`src/bc_cell.sv`:
```
// One cell of the restoring divider row: produces one quotient bit per stage.
// No dependencies.
module bc_cell #(
	parameter int RW = 68,
	parameter int QW = 19
) (
	input  logic          clk,
	input  logic          en,
	input  logic [RW-1:0] rem_in,
	input  logic [RW-1:0] div_in,
	input  logic [QW-1:0] quo_in,
	input  logic          neg_in,
	input  logic          ovf_in,
	output logic [RW-1:0] rem_q,
	output logic [RW-1:0] div_q,
	output logic [QW-1:0] quo_q,
	output logic          neg_q,
	output logic          ovf_q
);
	logic [RW-1:0] shifted;
	logic          take;

	// Unless the overflow flag is set, the remainder stays below the divisor, so the doubled value fits.
	assign shifted = {rem_in[RW-2:0], 1'b0};
	assign take    = shifted >= div_in;

	always_ff @(posedge clk) begin
		if (en) begin
			rem_q <= take ? shifted - div_in : shifted;
			div_q <= div_in;
			quo_q <= {quo_in[QW-2:0], take};
			neg_q <= neg_in;
			ovf_q <= ovf_in;
		end
	end
endmodule

```
`config.mk`:
```
export PLATFORM = sky130hd
export DESIGN_NAME = bc_cell
export DESIGN_NICKNAME = d
export VERILOG_FILES = /design/src/bc_cell.sv
export SDC_FILE = /design/constraint.sdc
export NUM_CORES = 1
export LEC_CHECK = 0
export BUFFER_PORTS_ARGS = -buffer_cell sky130_fd_sc_hd__buf_2
export CORE_UTILIZATION = 52
export DETAILED_ROUTE_END_ITERATION = 8
export PLACE_DENSITY = 0.81
export SLEW_MARGIN = 25
export SYNTH_ARGS = -nofsm -noshare
export SYNTH_HDL_FRONTEND = slang
export SYNTH_SLANG_ARGS = --single-unit
export TNS_END_PERCENT = 10
```
`constraint.sdc`:
```
create_clock -name clk -period 4.1 [get_ports clk]
set_input_delay 0.82 -clock clk [delete_from_list [all_inputs] [get_ports clk]]
set_output_delay 0.82 -clock clk [all_outputs]
set_load 0.005 [all_outputs]
```
==> metrics.cfg <==
[run_status]
status=finished, final reports clean

[cts]
clkSlewWorstSetupHoldPaths_ps=70
cell_at_the_root_of_the_clock_tree=sky130_fd_sc_hd__clkbuf_16
cts_resized=0
cts_htree_levels=4
cts_setup_buffers=0
cts_hold_repair.buffers=0
cts_tree=done
cts_buffer_depth=2
numClockSinks=157
tritoncts.num_buffers=17

[global_routing]
grt_first_pass_wirelength_microns=42100
global_route_usage_over_all_layers=0.272
overflow=0
antenna_found_initial=3
pin_count_of_the_biggest_net_entering_global_routing=69
grt_pass1_vias=8330

[routing]
wl_per_cell_microns=16.9
post-route-drc-count=0
first_pass_drt_iterations=5
initialDrtViolationCount=597
routed-via-count=8962
antenna_left=0
routed_wirelength_microns=26900
via_density=5.62

[floorplanning]
start_util=0.534
core_sq_mm=0.0188
floorplan.die.width_microns=141
die_h_microns=141
dieArea_sq_mm=0.0198
rows=50
io-pin-count=316

[yosys]
post_synthesis_sequential_area_ratio=0.471
postSynthCellCount=1028
synth_area_leader_cell=sky130_fd_sc_hd__edfxtp_1
synth.ff_latch_count=157
syn_area_cell_sq_um=9.75
synth_most_common_cell=sky130_fd_sc_hd__edfxtp_1
synth_top_cells_by_area=sky130_fd_sc_hd__edfxtp_1 (47%), sky130_fd_sc_hd__ha_1 (8.5%), sky130_fd_sc_hd__nand2_1 (4.8%), sky130_fd_sc_hd__o21ai_0 (4.6%), sky130_fd_sc_hd__a21oi_1 (4.3%)
synth_edf_count=157
share_of_flip_flops_with_an_asynchronous_set_or_reset_after_synthesis=0
netlist-cell-type-count=64
synthTopCellsByCount=sky130_fd_sc_hd__edfxtp_1 (157), sky130_fd_sc_hd__nand2_1 (129), sky130_fd_sc_hd__o21ai_0 (92)
post-synth-top-area-fraction=0.471
syn_nets=1256
synthFlopType=sky130_fd_sc_hd__edfxtp_1
syn_area_sq_mm=0.0100
ys.warnings.count=0

[hold_path]
worstHoldStart=quo_in[17]
hold_path.class=input pin to flop

[place]
place_worst_setup_slack_ps=110
hpwl_microns=21000
port_buffers=313
placement.cell_area_sq_mm=0.0120
gp_routability_congestion=0.955

[timing]
worst_hold_slack_ps=556
grt_setup_unrepaired=no
setup_ws_ps=364
setup_viol=0
report.final.hold_viol_count=0
slew_headroom=0.559
period_share=0.911
tightestPinTransition_ps=645
layout_min_cycle_time_ps=3740
slew_violations=0
timing.fmax_mhz=268
fin_setup_tns_ps=0

[power_and_ir_drop]
power.density_cell_area_mw_per_mm2=388
p_leak_nw=5.76
max-vdd-ir-drop_mv=0.287

[job]
cap_viol_max_count=0

[setup_path]
setup.worst_path.start_class=input pin
setup.worst_path.start=div_in[6]
setup.worst_path.end_class=flop
cp_max_fo=6
criticalPathCategory=input pin to flop
cp.required_ps=4320
worst_path_arrival_ps=3950

[cells_and_area]
layout.filler_cells=1546
util_after_layout=0.669
net_count_of_the_finished_layout=1573
final_layout_size_suffix_gt1_frac=0.289
design_area_sq_mm=0.0125
syn2layout_area_growth_pct=25.3

==> layout by cell type (no fill, tap or decap), types with 24 or more instances in the layout <==
cell                       netlist  final
sky130_fd_sc_hd__xnor2_1        36     36
sky130_fd_sc_hd__ha_1           68     68
sky130_fd_sc_hd__nor2_1         48     48
sky130_fd_sc_hd__inv_1          87     87
sky130_fd_sc_hd__o21ai_0        92     92
sky130_fd_sc_hd__a21oi_1        86     86
sky130_fd_sc_hd__buf_4           8     31
sky130_fd_sc_hd__xor2_1         24     24
sky130_fd_sc_hd__a21o_1         38     38
sky130_fd_sc_hd__edfxtp_1      157    157
sky130_fd_sc_hd__buf_2           8    312
sky130_fd_sc_hd__nand2_1       129    129
sky130_fd_sc_hd__nand4_1        30     30
==> final timing paths <==
kind | endpoint | slack, ps | cells past startpoint
worst min-delay path | quo_q[18] | 560 | 1
worst max-delay path | rem_q[67] | 360 | 14
==> layer usage <==
metal | GRT usage | vias to the layer above | part of all wire | wire, microns
li1 | - | 4381 | - | -
met1 | 0.366 | 4174 | 0.44 | 11700
met2 | 0.435 | 358 | 0.46 | 12500
met3 | 0.0506 | 49 | 0.074 | 2000
met4 | 0.104 | 0 | 0.025 | 680
met5 | 0 | - | 0 | 0
==> registers in the layout, indices dropped and copies added, names as in the netlist <==
signal  flops
quo_q      19
rem_q      68
ovf_q       1
div_q      68
neg_q       1
==> stage by stage <==
step | cells | power, W
2_1_floorplan | 1028 | 0.00278
3_3_place_gp | 1560 | 0.00328
3_5_place_dp | 1560 | 0.00331
4_1_cts | 1592 | 0.00488
5_1_grt | 1595 | 0.00509
6_report | 1595 | 0.00487
==> worst max-delay path, cell delays in order <==
cell and delay [ps]:
sky130_fd_sc_hd__buf_2 90, sky130_fd_sc_hd__inv_1 40, sky130_fd_sc_hd__ha_1 380, sky130_fd_sc_hd__a21oi_1 90, sky130_fd_sc_hd__o21ai_0 470, sky130_fd_sc_hd__a21oi_1 240, sky130_fd_sc_hd__nand3_1 200, sky130_fd_sc_hd__a21oi_1 150
sky130_fd_sc_hd__o21ai_1 400, sky130_fd_sc_hd__a21oi_1 180, sky130_fd_sc_hd__o31ai_1 340, sky130_fd_sc_hd__buf_4 170, sky130_fd_sc_hd__mux2i_1 60, sky130_fd_sc_hd__nor3_1 320
==> cell families (layout without fill, tap and decap cells) <==
family                   Yosys count  after routing  synth area share
XOR/XNOR                          60             60            0.0525
flip-flops                       157            157             0.471
multiplexers                       3              3           0.00312
AND/OR/NAND/NOR                  288            288             0.134
AO/OA/AOI/OAI                    314            314             0.197
buffers and inverters            137            467            0.0556
other                              0              3                 0
adder cells (fa/ha/maj)           69             69            0.0869
==> report_power, final <==
group / switching [W] / internal (W) / total (W)
sequential: 0.0000412 / 0.00198 / 0.00202
combinational: 0.000726 / 0.000544 / 0.00127
clock: 0.000727 / 0.000855 / 0.00158
==> final cells by class <==
type	instances	area [sq um]	area share
tap	234	293	0.0233
antenna	3	7.51	0.000598
sequential	157	4710	0.376
inverter	87	327	0.0260
clock inverter	15	150	0.0120
timing repair buffer	348	1890	0.150
multi-input combinational	734	4750	0.378
clock buffer	17	425	0.0339
No activity file was read; power rests on OpenSTA's default activity.
