`config.mk`:
```
export PLATFORM = sky130hd
export DESIGN_NAME = bc_round
export DESIGN_NICKNAME = d
export VERILOG_FILES = /design/src/bc_pkg.sv /design/src/bc_round.sv
export SDC_FILE = /design/constraint.sdc
export NUM_CORES = 1
export LEC_CHECK = 0
export BUFFER_PORTS_ARGS = -buffer_cell sky130_fd_sc_hd__buf_2
export CORE_UTILIZATION = 53
export DETAILED_ROUTE_END_ITERATION = 12
export PLACE_DENSITY = 0.91
export SYNTH_ARGS = -nofsm -noshare
export SYNTH_HDL_FRONTEND = slang
export SYNTH_SLANG_ARGS = --single-unit
```
`constraint.sdc`:
```
create_clock -name vclk -period 4.4
set_input_delay 0.22 -clock vclk [all_inputs]
set_output_delay 0.22 -clock vclk [all_outputs]
set_load 0.02 [all_outputs]
```
`src/bc_pkg.sv`:
```
// Shared constants for the barycentric weight pipeline.
// No dependencies; used by bc_round and barycentric_coords.
package bc_pkg;
	// Integer bits of a weight, sign included (Q3.F).
	localparam int WEIGHT_INT_BITS = 4;
endpackage

```
`src/bc_round.sv`:
```
// Rounding and saturation of one weight from the divider quotient; a degenerate triangle gives zero.
// Depends on bc_pkg.
module bc_round #(
	parameter int F  = 14,
	parameter int QW = F + 5,
	parameter int WW = F + bc_pkg::WEIGHT_INT_BITS
) (
	input  logic [QW-1:0] quo,
	input  logic          neg,
	input  logic          ovf,
	input  logic          deg,
	output logic [WW-1:0] weight,
	output logic          sat
);
	localparam logic [QW-1:0] NEG_MAX = QW'(1) << (WW - 1);
	localparam logic [QW-1:0] POS_MAX = NEG_MAX - QW'(1);

	logic [QW:0]   sum;
	logic [QW-1:0] mag, lim, clipped;
	logic          clip;

	always_comb begin
		sum     = {1'b0, quo} + {{QW{1'b0}}, 1'b1};
		mag     = sum[QW:1];
		lim     = neg ? NEG_MAX : POS_MAX;
		clip    = ovf || (mag > lim);
		clipped = clip ? lim : mag;
		if (deg) begin
			weight = '0;
			sat    = 1'b0;
		end else begin
			weight = neg ? WW'(-clipped) : clipped[WW-1:0];
			sat    = clip;
		end
	end
endmodule
```
==> results.sh, run 1 <==
export IMPL_leakage_nw=1.06
export IMPL_vias_per_cell=6.64
export IMPL_placed_cell_area_um2=2240
export IMPL_outcome="completed"
export IMPL_grt_util_met1_pct=41.9
export IMPL_grt_pass1_wl_mm=8.96
export IMPL_layout_drive_gt1_share_pct=33.2
export IMPL_via_count=2429
export IMPL_crit_type="in -> out"
export IMPL_finalSetupViolations=0
export IMPL_hold_path_class="in -> out"
export IMPL_relSlewSlack_pct=31.2
export IMPL_die_width_um=60.0
export IMPL_cts_hold_buf=0
export IMPL_start_util_pct=56.9
export IMPL_place_ws_ps=-88.9
export IMPL_grt_max_degree=21
export IMPL_slew_viol_final=0
export IMPL_antenna_cells=0
export IMPL_fmax_ghz=0.228
export IMPL_rsz0062_at_grt="yes"
export IMPL_syn_area_um2=1780
export IMPL_drt_total_wl_mm=6.21
export IMPL_worstHoldEndpoint="weight[3]"
export IMPL_period_needed_ps=4390
export IMPL_globalplace_congestion=1.00
export IMPL_ant_nets=0
export IMPL_nNetsFinal=366
export IMPL_grt_overflow=0
export IMPL_drt_first_iter_violations=219
export IMPL_yosysWarnings=0
export IMPL_dpl_hpwl_mm=4.62
export IMPL_syn_to_final_growth_pct=33.9
export IMPL_hold_start="deg"
export IMPL_avgSynthCellArea_um2=6.74
export IMPL_synth_distinct_cells=52
export IMPL_power_density_nw_per_um2=117
export IMPL_crit_fanout=6
export IMPL_yosys_area_share_adder_pct=14.1
export IMPL_worstPathArrival_ps=4170
export IMPL_nClkBuffers=0
export IMPL_routedWlPerCell_um=17.0
export IMPL_dieArea_um2=3600
export IMPL_maxCapViolCount=0
export IMPL_critPathRequiredTime_ps=4180
export IMPL_portBuffers=41
export IMPL_fin_area_um2=2380
export IMPL_drc=0
export IMPL_synth_top_family_by_area="simple AND/OR/NAND/NOR gates"
export IMPL_synth_xor_area_share_pct=10.3
export IMPL_grt_pass1_vias=1980
export IMPL_synth_mux_area_share_pct=2.95
export IMPL_cp_end_kind="primary output"
export IMPL_io_pin_count=41
export IMPL_antenna_found_initial=0
export IMPL_tightest_slew_ps=1030
export IMPL_seq_cell_count=0
export IMPL_met2_usage_pct=57.8
export IMPL_finalCritPeriodShare_pct=99.9
export IMPL_yosys_area_share_simple_pct=35.3
export IMPL_setup_slack_ps=5.49
export IMPL_ys_seq_area_share_pct=0
export IMPL_synthCells=264
export IMPL_hold_viol_final=0
export IMPL_min_path_cells=3
export IMPL_core_area_um2=3130
export IMPL_first_pass_iters=5
export IMPL_synth_compound_area_share_pct=30.4
export IMPL_ir_drop_mv=0.0805
export IMPL_fp_row_count=20
export IMPL_grt_use_met3_pct=1.73
export IMPL_whs_ps=990
export IMPL_critPathLaunchType="primary input"
export IMPL_grt_busiest_layer="met2"
export IMPL_seq_area_um2=0
export IMPL_die_height_um=60.0
export IMPL_synth_fp_nets=306
export IMPL_groute_usage_overall_pct=32.2
==> cell families after synthesis <==
group / count (synthesis)
xor+xnor: 21
buf+inv: 31
mux: 5
fa+ha+maj: 20
simple gates: 108
compound gates: 79
==> metrics by stage <==
| stage | total power [mW] | setup TNS [ps] | utilization (%) | std cells |
|---|---|---|---|---|
| after floorplan | 0.165 | 0 | - | 264 |
| after global placement | 0.244 | 0 | 71.5 | 359 |
| after detailed placement | 0.253 | -332 | 71.5 | 359 |
| after CTS | 0.256 | 0 | 72.1 | 360 |
| after global routing | 0.300 | -430 | 76.2 | 366 |
| final | 0.279 | 0 | 76.2 | 366 |
==> final cells by class <==
type	count	area (um2)
Multi-Input combinational cell	233	1790
Fill cell	223	744
Timing Repair Buffer	75	482
Tap cell	44	55.1
Inverter	14	52.6
==> cells in the final DEF, fill, tap and decap left out, drive strengths merged, types with 3 or more instances in the layout <==
cell / count
buf: 71
nand2: 21
ha: 20
a21oi: 19
nor2: 17
nand3: 16
o21ai: 15
inv: 14
xnor2: 12
nor3: 12
nand4: 9
xor2: 9
a211oi: 7
a21o: 6
nor4: 6
and4: 5
nor4b: 5
a31oi: 4
clkbuf: 4
and3: 4
o31ai: 4
a211o: 3
o21a: 3
mux2i: 3
nand2b: 3
o211a: 3
o211ai: 3
and2: 3
==> report_power, final <==
part | leakage [nW] | internal [mW] | total (mW) | switching (mW)
clock | 0 | 0 | 0 | 0
sequential | 0 | 0 | 0 | 0
combinational | 1.06 | 0.112 | 0.279 | 0.167
==> how the worst max path moves through the flow <==
stage,endpoint,start,cells past startpoint,slack (ps)
2_1_floorplan,weight[14],quo[0],19,30
5_1_grt,weight[14],quo[0],21,-130
6_report,weight[14],quo[11],20,5
3_5_place_dp,weight[14],quo[2],18,-90
3_3_place_gp,weight[10],quo[2],19,80
4_1_cts,weight[14],quo[0],21,6
==> what timing repair did <==
| item | CTS | global route |
|---|---|---|
| buffers inserted | 1 | 6 |
| resized for setup | 4 | 23 |
| pin swaps | 2 | 6 |
| setup endpoints to repair | 6 | 8 |
==> worst max-delay path: stages <==
cell and delay [ps]:
buf_2 170, nand4_1 230, nor3_4 260, buf_4 140, xnor2_1 140, inv_1 100, ha_1 280, nand4_1 90
or4_1 540, mux2_2 310, o31ai_4 110, buf_6 170, nand3_1 100, o21ai_2 140, ha_2 210, nand2_1 80
nor4b_2 290, o21ai_1 110, a221oi_2 280, buf_4 190
==> routing by layer <==
metal  part of all wire, %  vias up
met4                   2.4        0
li1                      -     1124
met3                   7.4       17
met5                     0        -
met2                    50      155
met1                    40     1133
==> synth_stat cells, types with 2 or more instances <==
cell | n | area [um2]
xnor2_1 | 12 | 105
and3_1 | 4 | 25.0
or3_1 | 2 | 12.5
clkbuf_1 | 11 | 41.3
nor4b_1 | 5 | 43.8
a2111oi_0 | 2 | 17.5
a21oi_1 | 19 | 95.1
mux2_2 | 2 | 22.5
o211ai_1 | 2 | 15.0
xor2_1 | 9 | 78.8
mux2i_1 | 3 | 30.0
a211oi_1 | 7 | 52.6
nand2b_1 | 3 | 18.8
o21ai_0 | 15 | 75.1
nand3_1 | 15 | 75.1
o211a_1 | 3 | 30.0
nor2_1 | 17 | 63.8
nand3b_1 | 2 | 15.0
and4_1 | 4 | 35.0
nand2_1 | 21 | 78.8
nor3_1 | 10 | 50.1
a211o_1 | 3 | 26.3
o21a_1 | 3 | 22.5
o41ai_1 | 2 | 17.5
nor4_1 | 5 | 31.3
ha_1 | 20 | 250
inv_1 | 14 | 52.6
a31oi_1 | 4 | 25.0
o31ai_1 | 4 | 30.0
nand4_1 | 8 | 50.1
a21o_1 | 6 | 45.0
buf_2 | 6 | 30.0
o311ai_0 | 2 | 17.5
No activity file was read; power rests on OpenSTA's default activity.
==> inputs of run 2 (changes only) <==
--- a/config.mk
+++ b/config.mk
@@ -6,9 +6,10 @@
 export NUM_CORES = 1
 export LEC_CHECK = 0
 export BUFFER_PORTS_ARGS = -buffer_cell sky130_fd_sc_hd__buf_2
+export CORE_MARGIN = 2
 export CORE_UTILIZATION = 53
 export DETAILED_ROUTE_END_ITERATION = 12
-export PLACE_DENSITY = 0.91
+export PLACE_DENSITY_LB_ADDON = 0.08
 export SYNTH_ARGS = -nofsm -noshare
 export SYNTH_HDL_FRONTEND = slang
 export SYNTH_SLANG_ARGS = --single-unit
==> run 2 against run 1 <==
Against the previous run:
- die area grew 6.8%
- worst hold slack lost 11 ps
- critical path depth shrank 2
- worst setup slack gained 220 ps
- core utilization shrank 3.9 points
- non-clock buffer count shrank 1
- first-iteration DRC count shrank 23%
- power shrank 4.5%
- combinational power shrank 4%
- critical path type unchanged
- largest power group unchanged
==> results.sh, run 2 (synthesis gave the netlist of run 1 again) <==
export IMPL_internal_power_mw=0.109
export IMPL_drt_first_iter_violations=168
export IMPL_p_comb_share_pct=100.0
export IMPL_final_cell_mix="buf_2, buf_4, nand2_1, a21oi_1, ha_1"
export IMPL_worstHoldEndpoint="weight[7]"
export IMPL_whs_ps=979
export IMPL_die_width_um=62.0
export IMPL_p_clk_share_pct=0
export IMPL_grt_overflow=0
export IMPL_grt_pass1_wl_mm=8.57
export IMPL_layout_drive_gt1_share_pct=32.7
export IMPL_layout_cells_most_common="buf_2"
export IMPL_first_pass_iters=4
export IMPL_hold_path_class="in -> out"
export IMPL_finalSetupViolations=0
export IMPL_groute_usage_overall_pct=28.6
export IMPL_seq_cell_count=0
export IMPL_seq_area_um2=0
export IMPL_cp_end_kind="primary output"
export IMPL_dieArea_um2=3840
export IMPL_place_ws_ps=-19.3
export IMPL_ir_drop_mv=0.0564
export IMPL_hold_start="deg"
export IMPL_start_util_pct=54.2
export IMPL_finalCritPeriodShare_pct=94.9
export IMPL_power_density_nw_per_um2=112
export IMPL_io_pin_count=41
export IMPL_fin_util_pct=72.3
export IMPL_setup_slack_ps=225
export IMPL_fmax_ghz=0.240
export IMPL_drc=0
export IMPL_relSlewSlack_pct=31.4
export IMPL_netSwitchingPower_mw=0.158
export IMPL_nFillCells=306
export IMPL_crit_path_cell_trace="buf_2 -> nand4_4 -> nor3_4 -> and3_4 -> xor2_2 -> ha_1 -> nand4_1 -> or4_1 -> mux2_2 -> o31ai_4 -> nand2_2 -> o21ai_2 -> ha_2 -> nand2_1 -> nor4b_1 -> o21ai_0 -> a221oi_2 -> buf_4"
export IMPL_crit_type="in -> out"
export IMPL_finalSetupTns_ps=0
export IMPL_globalplace_congestion=0.868
export IMPL_outcome="completed"
export IMPL_routedWlPerCell_um=14.6
export IMPL_grt_pass1_vias=1855
export IMPL_critPathBufInv=2
export IMPL_grt_max_degree=25
export IMPL_cpMaxStageDelayCell="or4_1"
export IMPL_min_path_cells=3
export IMPL_ant_nets=0
export IMPL_core_area_um2=3280
export IMPL_hold_viol_final=0
export IMPL_fp_row_count=21
export IMPL_slew_viol_final=0
export IMPL_nClkBuffers=0
export IMPL_syn_to_final_growth_pct=33.4
export IMPL_worstPathArrival_ps=3960
export IMPL_via_count=2218
export IMPL_swShare_pct=59.3
export IMPL_portBuffers=41
export IMPL_tightest_slew_ps=1020
export IMPL_antenna_cells=0
export IMPL_die_height_um=62.0
export IMPL_critPathRequiredTime_ps=4180
export IMPL_period_needed_ps=4180
export IMPL_nNetsFinal=365
export IMPL_leakage_nw=1.05
export IMPL_crit_fanout=8
export IMPL_dpl_hpwl_mm=4.31
export IMPL_vias_per_cell=6.04
export IMPL_critPathLaunchType="primary input"
export IMPL_maxCapViolCount=0
export IMPL_seqPwrFrac_pct=0
export IMPL_crit_family="simple AND/OR/NAND/NOR gates"
export IMPL_antenna_found_initial=0
export IMPL_drt_total_wl_mm=5.36
export IMPL_slowest_delay_ps=530
-- run 2: cell types whose count changed in the layout (fill, tap and decap cells not counted), sizes merged --
cell,before,now
clkbuf,4,0
buf,71,74
-- run 2: cell type report --
type / count / area, um2 / share of cell area, %
tap: 46 / 57.6 / 2.42
multi-input combinational: 233 / 1800 / 75.7
timing repair buffer: 74 / 468 / 19.7
inverter: 14 / 52.6 / 2.21
-- run 2: what timing repair did --
action | CTS | global route
setup endpoints to repair | 3 | 8
gates resized for setup | 1 | 17
gates cloned | 0 | 0
pin swaps | 0 | 6
setup buffers | 0 | 2
hold buffers | 0 | 0
-- run 2: worst max path at each step --
stage	startpoint	end	slack, ps	cells past startpoint
after global placement	quo[0]	weight[14]	70	19
final	quo[6]	weight[14]	220	18
after global routing	quo[2]	weight[14]	-30	20
after CTS	quo[0]	weight[14]	20	19
after floorplan	quo[0]	weight[14]	30	19
after detailed placement	quo[0]	weight[14]	-20	19
-- run 2: routing by layer --
metal,vias up,routed length (um),GRT usage (%),share of wire [%]
met5,-,0,0,0
met4,0,0,0.304,0
li1,1130,-,-,-
met1,1018,2530,44.7,47
met3,0,294,0,5.5
met2,70,2540,46.6,47
-- run 2: worst min-delay path: stages --
cell and delay (ps):
buf_2 240, nor2_1 140, buf_2 160
-- run 2: per-stage QoR --
| stage | std cells | instance area (um2) | power [mW] |
|---|---|---|---|
| after detailed placement | 365 | 2280 | 0.253 |
| final | 367 | 2370 | 0.267 |
| after floorplan | 264 | 1850 | 0.165 |
| after global routing | 367 | 2370 | 0.295 |
| after global placement | 365 | 2280 | 0.251 |
| after CTS | 365 | 2290 | 0.255 |
-- run 2: power by group through the flow --
stage | combinational (mW) | clock [mW] | sequential, mW
2_1_floorplan | 0.165 | 0 | 0
3_3_place_gp | 0.251 | 0 | 0
3_5_place_dp | 0.253 | 0 | 0
4_1_cts | 0.255 | 0 | 0
5_1_grt | 0.295 | 0 | 0
6_report | 0.267 | 0 | 0
